==> config.mk <==
export PLATFORM = sky130hd
export DESIGN_NAME = hsl_to_rgb_converter
export DESIGN_NICKNAME = d
export VERILOG_FILES = /design/src/hdl/hsl2rgb_pkg.sv /design/src/hdl/hsl_to_rgb_converter.sv
export VERILOG_INCLUDE_DIRS = /design/src /design/src/hdl
export SDC_FILE = /design/constraint.sdc
export NUM_CORES = 2
export LEC_CHECK = 0
export ABC_AREA = 1
export BUFFER_PORTS_ARGS = -buffer_cell sky130_fd_sc_hd__buf_2
export CORE_MARGIN = 2
export CORE_UTILIZATION = 30
export DETAILED_ROUTE_END_ITERATION = 10
export PLACE_DENSITY = 0.56
export SLEW_MARGIN = 0
export SYNTH_ARGS = -nofsm -noshare
export SYNTH_HDL_FRONTEND = slang
export SYNTH_SLANG_ARGS = --single-unit
==> constraint.sdc <==
create_clock -name aclk -period 16.1 [get_ports aclk]
set_input_delay 3.22 -clock aclk [delete_from_list [all_inputs] [get_ports aclk]]
set_output_delay 3.22 -clock aclk [all_outputs]
set_load 0.005 [all_outputs]
==> src/hdl/hsl_to_rgb_converter_defines.svh <==
// ----------------------------------------------------------------------------
// HSL to RGB converter assertion macros
// Shared property wrappers, clocked on aclk and disabled during reset.
// ----------------------------------------------------------------------------
`ifndef HSL_TO_RGB_CONVERTER_DEFINES_SVH
`define HSL_TO_RGB_CONVERTER_DEFINES_SVH

// Same-cycle implication.
`define HSL_ASSERT_IMP(name, cond, prop) \
    name: assert property (@(posedge aclk) disable iff (!aresetn) (cond) |-> (prop)) \
        else $error("hsl_to_rgb_converter: same-cycle check failed");

// Next-cycle implication.
`define HSL_ASSERT_NXT(name, cond, prop) \
    name: assert property (@(posedge aclk) disable iff (!aresetn) (cond) |=> (prop)) \
        else $error("hsl_to_rgb_converter: next-cycle check failed");

`endif

==> src/hdl/hsl2rgb_pkg.sv <==
// ----------------------------------------------------------------------------
// HSL to RGB converter package
// Shared widths and the hue region codes used by the channel pipeline.
// ----------------------------------------------------------------------------
`default_nettype none

package hsl2rgb_pkg;

    localparam int DATA_W = 16;

    // Piece of the hue-to-channel curve that a channel falls in.
    typedef enum logic [1:0] {
        REGION_RISE,
        REGION_TOP,
        REGION_FALL,
        REGION_LOW
    } region_t;

endpackage

`default_nettype wire

==> src/hdl/hsl_to_rgb_converter.sv <==
// ----------------------------------------------------------------------------
// HSL to RGB converter
// Streaming per-pixel conversion of HSL plus alpha to RGB plus alpha.
// ----------------------------------------------------------------------------
// Converts one pixel per clock. The datapath is five register stages: input
// clamp, lightness times saturation together with the hue offsets, q/p and the
// ramp slope, one multiplier per channel, and the final rounding, select and
// clamp in the output register. m_valid is driven by the valid flag of that
// register; with m_ready held high a new pixel is taken every cycle.
// Backpressure only stalls the stages that are full, so empty slots are
// squeezed out before s_ready drops. Alpha travels alongside and comes out
// unchanged.
`default_nettype none

module hsl_to_rgb_converter #(
    parameter int FRAC_BITS = 15
) (
    input  wire logic        aclk,
    input  wire logic        aresetn,
    input  wire logic        s_valid,
    output logic             s_ready,
    input  wire logic [15:0] s_hue,
    input  wire logic [15:0] s_saturation,
    input  wire logic [15:0] s_lightness,
    input  wire logic [15:0] s_alpha_in,
    output logic             m_valid,
    input  wire logic        m_ready,
    output logic [15:0]      m_red,
    output logic [15:0]      m_green,
    output logic [15:0]      m_blue,
    output logic [15:0]      m_alpha_out
);

    import hsl2rgb_pkg::*;

    `include "hsl_to_rgb_converter_defines.svh"

    localparam int F   = FRAC_BITS;
    localparam int UW  = F + 1;                       // clamped input, 0..ONE
    localparam int SW  = F + 3;                       // signed hue/q/p width
    localparam int DW  = F + 2;                       // q - p
    localparam int MW  = F + 3;                       // 6 * ramp position
    localparam int LPW = 2 * F + 2;                   // l * s
    localparam int CPW = DW + MW;                     // d * 6k
    localparam int VW  = F + 6;                       // final signed sum
    localparam int CW  = (F + 1 > DATA_W) ? F + 1 : DATA_W;

    localparam longint ONE_I   = longint'(1) << F;
    localparam longint OUT_I   = (ONE_I < 65535) ? ONE_I : 65535;

    localparam logic [CW-1:0]        ONE_C   = CW'(ONE_I);
    localparam logic signed [SW-1:0] ONE_S   = SW'(ONE_I);
    localparam logic signed [SW-1:0] HALF_S  = SW'(ONE_I >> 1);
    localparam logic signed [SW-1:0] THIRD_S = SW'((ONE_I + 1) / 3);
    localparam logic signed [SW-1:0] SIXTH_S = SW'((ONE_I + 3) / 6);
    localparam logic signed [SW-1:0] TWO3_S  = SW'((2 * ONE_I + 1) / 3);
    localparam logic [LPW-1:0]       HALF_LP = LPW'(ONE_I >> 1);
    localparam logic [CPW-1:0]       HALF_CP = CPW'(ONE_I >> 1);
    localparam logic signed [VW-1:0] OUT_MAX = VW'(OUT_I);
    localparam logic [15:0]          OUT_MAX16 = 16'(OUT_I);

    function automatic logic [UW-1:0] clamp_in(input logic [15:0] v);
        logic [CW-1:0] w;
        w = CW'(v);
        if (w > ONE_C) begin
            w = ONE_C;
        end
        return w[UW-1:0];
    endfunction

    // ---------------- stage enables ----------------
    logic v1_reg, v2_reg, v3_reg, v4_reg, v5_reg;
    logic en1, en2, en3, en4, en5;

    assign en5     = !v5_reg || m_ready;
    assign en4     = !v4_reg || en5;
    assign en3     = !v3_reg || en4;
    assign en2     = !v2_reg || en3;
    assign en1     = !v1_reg || en2;
    assign s_ready = en1;

    always_ff @(posedge aclk) begin
        if (!aresetn) begin
            v1_reg <= 1'b0;
            v2_reg <= 1'b0;
            v3_reg <= 1'b0;
            v4_reg <= 1'b0;
            v5_reg <= 1'b0;
        end else begin
            if (en1) v1_reg <= s_valid;
            if (en2) v2_reg <= v1_reg;
            if (en3) v3_reg <= v2_reg;
            if (en4) v4_reg <= v3_reg;
            if (en5) v5_reg <= v4_reg;
        end
    end

    // ---------------- stage 1: clamp inputs ----------------
    logic [UW-1:0] h1_reg, s1_reg, l1_reg;
    logic [15:0]   a1_reg;

    always_ff @(posedge aclk) begin
        if (en1) begin
            h1_reg <= clamp_in(s_hue);
            s1_reg <= clamp_in(s_saturation);
            l1_reg <= clamp_in(s_lightness);
            a1_reg <= s_alpha_in;
        end
    end

    // ---------------- stage 2: l * s, hue offsets ----------------
    logic [LPW-1:0]        ls_prod_next, ls_prod2_reg;
    logic signed [SW-1:0]  t_next [3];
    logic signed [SW-1:0]  t2_reg [3];
    logic [UW-1:0]         s2_reg, l2_reg;
    logic [15:0]           a2_reg;

    always_comb begin
        logic signed [SW-1:0] h;
        logic signed [SW-1:0] t;
        h = $signed({2'b00, h1_reg});
        ls_prod_next = LPW'(l1_reg) * LPW'(s1_reg);
        for (int c = 0; c < 3; c++) begin
            // red leads by a third, blue trails by a third
            if (c == 0) begin
                t = h + THIRD_S;
            end else if (c == 1) begin
                t = h;
            end else begin
                t = h - THIRD_S;
            end
            if (t < 0) begin
                t = t + ONE_S;
            end
            if (t > ONE_S) begin
                t = t - ONE_S;
            end
            t_next[c] = t;
        end
    end

    always_ff @(posedge aclk) begin
        if (en2) begin
            ls_prod2_reg <= ls_prod_next;
            t2_reg       <= t_next;
            s2_reg       <= s1_reg;
            l2_reg       <= l1_reg;
            a2_reg       <= a1_reg;
        end
    end

    // ---------------- stage 3: q, p, slope, region ----------------
    logic signed [SW-1:0] q_next, p_next, q3_reg, p3_reg;
    logic [DW-1:0]        d_next, d3_reg;
    logic [MW-1:0]        m_next [3];
    logic [MW-1:0]        m3_reg [3];
    region_t              rg_next [3];
    region_t              rg3_reg [3];
    logic [15:0]          a3_reg;

    always_comb begin
        logic [LPW-1:0]       ls_sum;
        logic signed [SW-1:0] ls, l, s, diff, k;
        logic [MW-1:0]        ku;
        ls_sum = ls_prod2_reg + HALF_LP;
        ls     = $signed({1'b0, ls_sum[LPW-1 -: F + 2]});
        l      = $signed({2'b00, l2_reg});
        s      = $signed({2'b00, s2_reg});
        q_next = (l < HALF_S) ? l + ls : l + s - ls;
        p_next = (l <<< 1) - q_next;
        diff   = q_next - p_next;
        d_next = (diff < 0) ? '0 : diff[DW-1:0];
        for (int c = 0; c < 3; c++) begin
            if (t2_reg[c] < SIXTH_S) begin
                rg_next[c] = REGION_RISE;
                k          = t2_reg[c];
            end else if (t2_reg[c] < HALF_S) begin
                rg_next[c] = REGION_TOP;
                k          = '0;
            end else if (t2_reg[c] < TWO3_S) begin
                rg_next[c] = REGION_FALL;
                k          = TWO3_S - t2_reg[c];
            end else begin
                rg_next[c] = REGION_LOW;
                k          = '0;
            end
            ku        = MW'(k[SW-2:0]);
            m_next[c] = (ku << 2) + (ku << 1);
        end
    end

    always_ff @(posedge aclk) begin
        if (en3) begin
            q3_reg  <= q_next;
            p3_reg  <= p_next;
            d3_reg  <= d_next;
            m3_reg  <= m_next;
            rg3_reg <= rg_next;
            a3_reg  <= a2_reg;
        end
    end

    // ---------------- stage 4: ramp multiply ----------------
    logic [CPW-1:0]       prod_next [3];
    logic [CPW-1:0]       prod4_reg [3];
    logic signed [SW-1:0] q4_reg, p4_reg;
    region_t              rg4_reg [3];
    logic [15:0]          a4_reg;

    always_comb begin
        for (int c = 0; c < 3; c++) begin
            prod_next[c] = CPW'(d3_reg) * CPW'(m3_reg[c]);
        end
    end

    always_ff @(posedge aclk) begin
        if (en4) begin
            prod4_reg <= prod_next;
            q4_reg    <= q3_reg;
            p4_reg    <= p3_reg;
            rg4_reg   <= rg3_reg;
            a4_reg    <= a3_reg;
        end
    end

    // ---------------- stage 5: round, select, clamp ----------------
    logic [15:0] ch_next [3];
    logic [15:0] ch5_reg [3];
    logic [15:0] a5_reg;

    always_comb begin
        logic [CPW-1:0]       rsum;
        logic signed [VW-1:0] p, q, v;
        p = $signed({{(VW - SW){p4_reg[SW-1]}}, p4_reg});
        q = $signed({{(VW - SW){q4_reg[SW-1]}}, q4_reg});
        for (int c = 0; c < 3; c++) begin
            rsum = prod4_reg[c] + HALF_CP;
            case (rg4_reg[c])
                REGION_RISE,
                REGION_FALL: v = p + $signed({1'b0, rsum[CPW-1 -: VW - 1]});
                REGION_TOP:  v = q;
                default:     v = p;
            endcase
            if (v < 0) begin
                v = '0;
            end else if (v > OUT_MAX) begin
                v = OUT_MAX;
            end
            ch_next[c] = v[15:0];
        end
    end

    always_ff @(posedge aclk) begin
        if (en5) begin
            ch5_reg <= ch_next;
            a5_reg  <= a4_reg;
        end
    end

    assign m_valid     = v5_reg;
    assign m_red       = ch5_reg[0];
    assign m_green     = ch5_reg[1];
    assign m_blue      = ch5_reg[2];
    assign m_alpha_out = a5_reg;

    // ---------------- checks ----------------
    `HSL_ASSERT_IMP(a_out_range, m_valid,
        m_red <= OUT_MAX16 && m_green <= OUT_MAX16 && m_blue <= OUT_MAX16)
    `HSL_ASSERT_IMP(a_full_stall, v1_reg && v2_reg && v3_reg && v4_reg && v5_reg && !m_ready,
        !s_ready)
    `HSL_ASSERT_NXT(a_accept_fills, s_valid && s_ready, v1_reg)

endmodule

`default_nettype wire
==> reports/metrics.csv <==
stage,metric,value,unit
final_layout,"most common cell after layout, fill and taps aside",inv_1,
placement,IO buf count,133,
logic_synthesis,post-synth top area cell,fa_1,
sta,# setup viols final,0,
drt,DRC Markers,0,
sta,RSZ-0062 raised after global routing,no,
placement,dpl hpwl,134000,um
logic_synthesis,ys flop type,edfxtp_1,
sta,max-slew violations,0,
global_route,aggregate global routing overflow,0,
worst_hold_path,Hold Crit Class,reg -> reg,
logic_synthesis,#FFs+latches synth,494,
logic_synthesis,area share of the largest cell type after synthesis,26.0,%
logic_synthesis,syn avg cell area,8.36,um^2
logic_synthesis,number of synthesized flops with an enable pin,489,
drt,Detail Route Antenna Nets,0,
setup_path,WP data required,12.88,ns
drt,via count,49075,
sta,fin crit share,60.1,%
floorplanning,Die Height,470,um
clock_tree,"Hold-fix buffers, CTS",0,
final_layout,"commonest cells after routing, fill and taps aside","inv_1 (2,009), nand2_1 (1,696), fa_1 (844)",
setup_path,crit path capture type,output pin,
drt,Starting DRT DRC Count,3092,
logic_synthesis,Synth area leaders,"fa_1 (26%), edfxtp_1 (23%), ha_1 (12%), inv_1 (12%), nand2_1 (9.8%)",
clock_tree,post-CTS sizing,0,
clock_tree,Clock Sinks,494,
setup_path,critical path class,in -> out,
sta,Setup WS post-layout,6.42,ns
sta,worst rel slew slack,22.7,%
clock_tree,Worst-path clk slew,0.06,ns
logic_synthesis,Syn. warnings,0,
sta,slew at the pin closest to its max-slew limit,1.15,ns
sta,fmax,103,MHz
placement,GP Congestion,0.882,
global_route,global-route total usage across every layer,15.1,%
floorplanning,Die Width,470,um
setup_path,Setup crit start kind,input pin,
sta,Final min period,9.68,ns
sta,Final Skew,0.0717,ns
clock_tree,H-tree Lvls,2,
sta,setup TNS,0,ns
drt,post-DR wirelength/cell,15.8,um
logic_synthesis,ys async rst share,0,%
clock_tree,Max Root-Sink Buffers,3,
clock_tree,Num CTS Buffers,57,
clock_tree,setup repair bufs after CTS,0,
floorplanning,DIE AREA,221000,um^2
logic_synthesis,Mapped Cells,7779,
global_route,largest net degree at the start of global routing,69,
global_route,vias in the first global route,50105,
worst_hold_path,WHS Path Cells,0,
setup_path,worst-case reg-to-reg path depth,22,
final_layout,max reg flops,63,
placement,Setup WS pre-CTS,6.32,ns
drt,Routed WL,168000,um
sta,Final Hold Viols,0,
clock_tree,clock root buffer,clkbuf_16,
setup_path,CP Max Fanout,68,
final_layout,# nets final,9270,
final_layout,Layout Area Growth over Synthesis,8.33,%
clock_tree,TritonCTS clock tree,yes,
run,max-cap violations,0,
setup_path,WP data arrival,6.46,ns
logic_synthesis,synthesized cell area,65000,um^2
outcome,status,"complete, no violations",
drt,vias per inst,4.62,
floorplanning,initial core utilization,30.2,%
logic_synthesis,register area share after synthesis,22.7,%
floorplanning,row cnt,170,
clock_tree,"Clk Latency, worst-skew pair",0.73,ns
global_route,initial antenna violation count,2,
floorplanning,IO Pins,134,
final_layout,fraction of layout cells with a size suffix above 1,4.88,%
global_route,first-pass GRT wire length,269000,um
drt,Pre-antenna DRT Iters,7,
logic_synthesis,Synth cell types,62,
floorplanning,core area,215000,um^2
==> layer usage <==
layer	GRT usage, %	part of all wire, %	wire (um)
met1	20.0	44	74200
met2	25.9	48	81000
met3	1.74	5.0	8470
met4	4.38	2.8	4660
met5	0	0	0
==> Yosys cell counts (28+ instances only) <==
cell and number:
a21oi_1 338, a31oi_1 38, clkbuf_1 283, edfxtp_1 489
fa_1 844, ha_1 621, inv_1 2013, nand2_1 1697
nand3_1 181, nand4_1 53, nor2_1 367, nor3_1 42
nor4_1 28, o21ai_0 202, or2_2 30, xnor2_1 64
xor2_1 181
==> final timing paths <==
path,startpoint,end,slack [ns]
worst min-delay path,a4_reg[10]$_DFFE_PP_,m_alpha_out[10]$_DFFE_PP_,0.38
worst max-delay path,m_ready,s_ready,6.42
worst max register to register,d3_reg[6]$_SDFFCE_PP0P_,prod4_reg[31]$_DFFE_PP_,8.06
worst min register to register,a4_reg[10]$_DFFE_PP_,m_alpha_out[10]$_DFFE_PP_,0.38
==> final cells by class <==
type                            instances  area, um^2
Inverter                             2023        7600
Fill cell                           22353      145000
Multi-Input combinational cell       4982       41600
Timing Repair Buffer                  179        1010
Tap cell                             2838        3550
Sequential cell                       494       14800
Clock buffer                           70        1510
Antenna cell                            1        2.50
Clock inverter                         32         408
==> worst max-delay path, cell delays in order <==
cell     delay [ns]
buf_2          0.07
nor2_1         0.04
inv_2          0.03
buf_4          0.67
nor2_1         0.17
inv_4          0.65
nor2_1         0.16
inv_4          0.59
nor2_1         0.26
nand2_4        0.32
buf_2          0.19
==> logic make-up (layout without fill, tap and decap cells) <==
kind of cell / count (synthesis) / count (layout) / synth area share (%)
AOI/OAI and AO/OA: 764 / 764 / 6.67
xor gates and xnor gates: 245 / 245 / 3.30
adders and majority gates: 1465 / 1465 / 37.9
buffers and inverters: 2312 / 2304 / 13.4
DFF: 494 / 494 / 22.7
muxes: 3 / 3 / 0.0462
other: 2 / 12 / 0.0115
and+or+nand+nor: 2494 / 2494 / 15.9
==> through the flow <==
step | cell area [um^2] | util (%) | hold slack [ns] | std cells
after detailed placement | 68500 | 31.9 | 0.405 | 10516
final | 70500 | 32.8 | 0.375 | 10619
after CTS | 70500 | 32.8 | 0.377 | 10618
after floorplan | 65100 | - | 0.400 | 7788
after global routing | 70500 | 32.8 | 0.374 | 10619
after global placement | 68500 | 31.9 | 0.401 | 10516
Power is left out: the tool's default activity adds up to more than one toggle a clock period on the data nets, which glitch-free logic cannot reach.
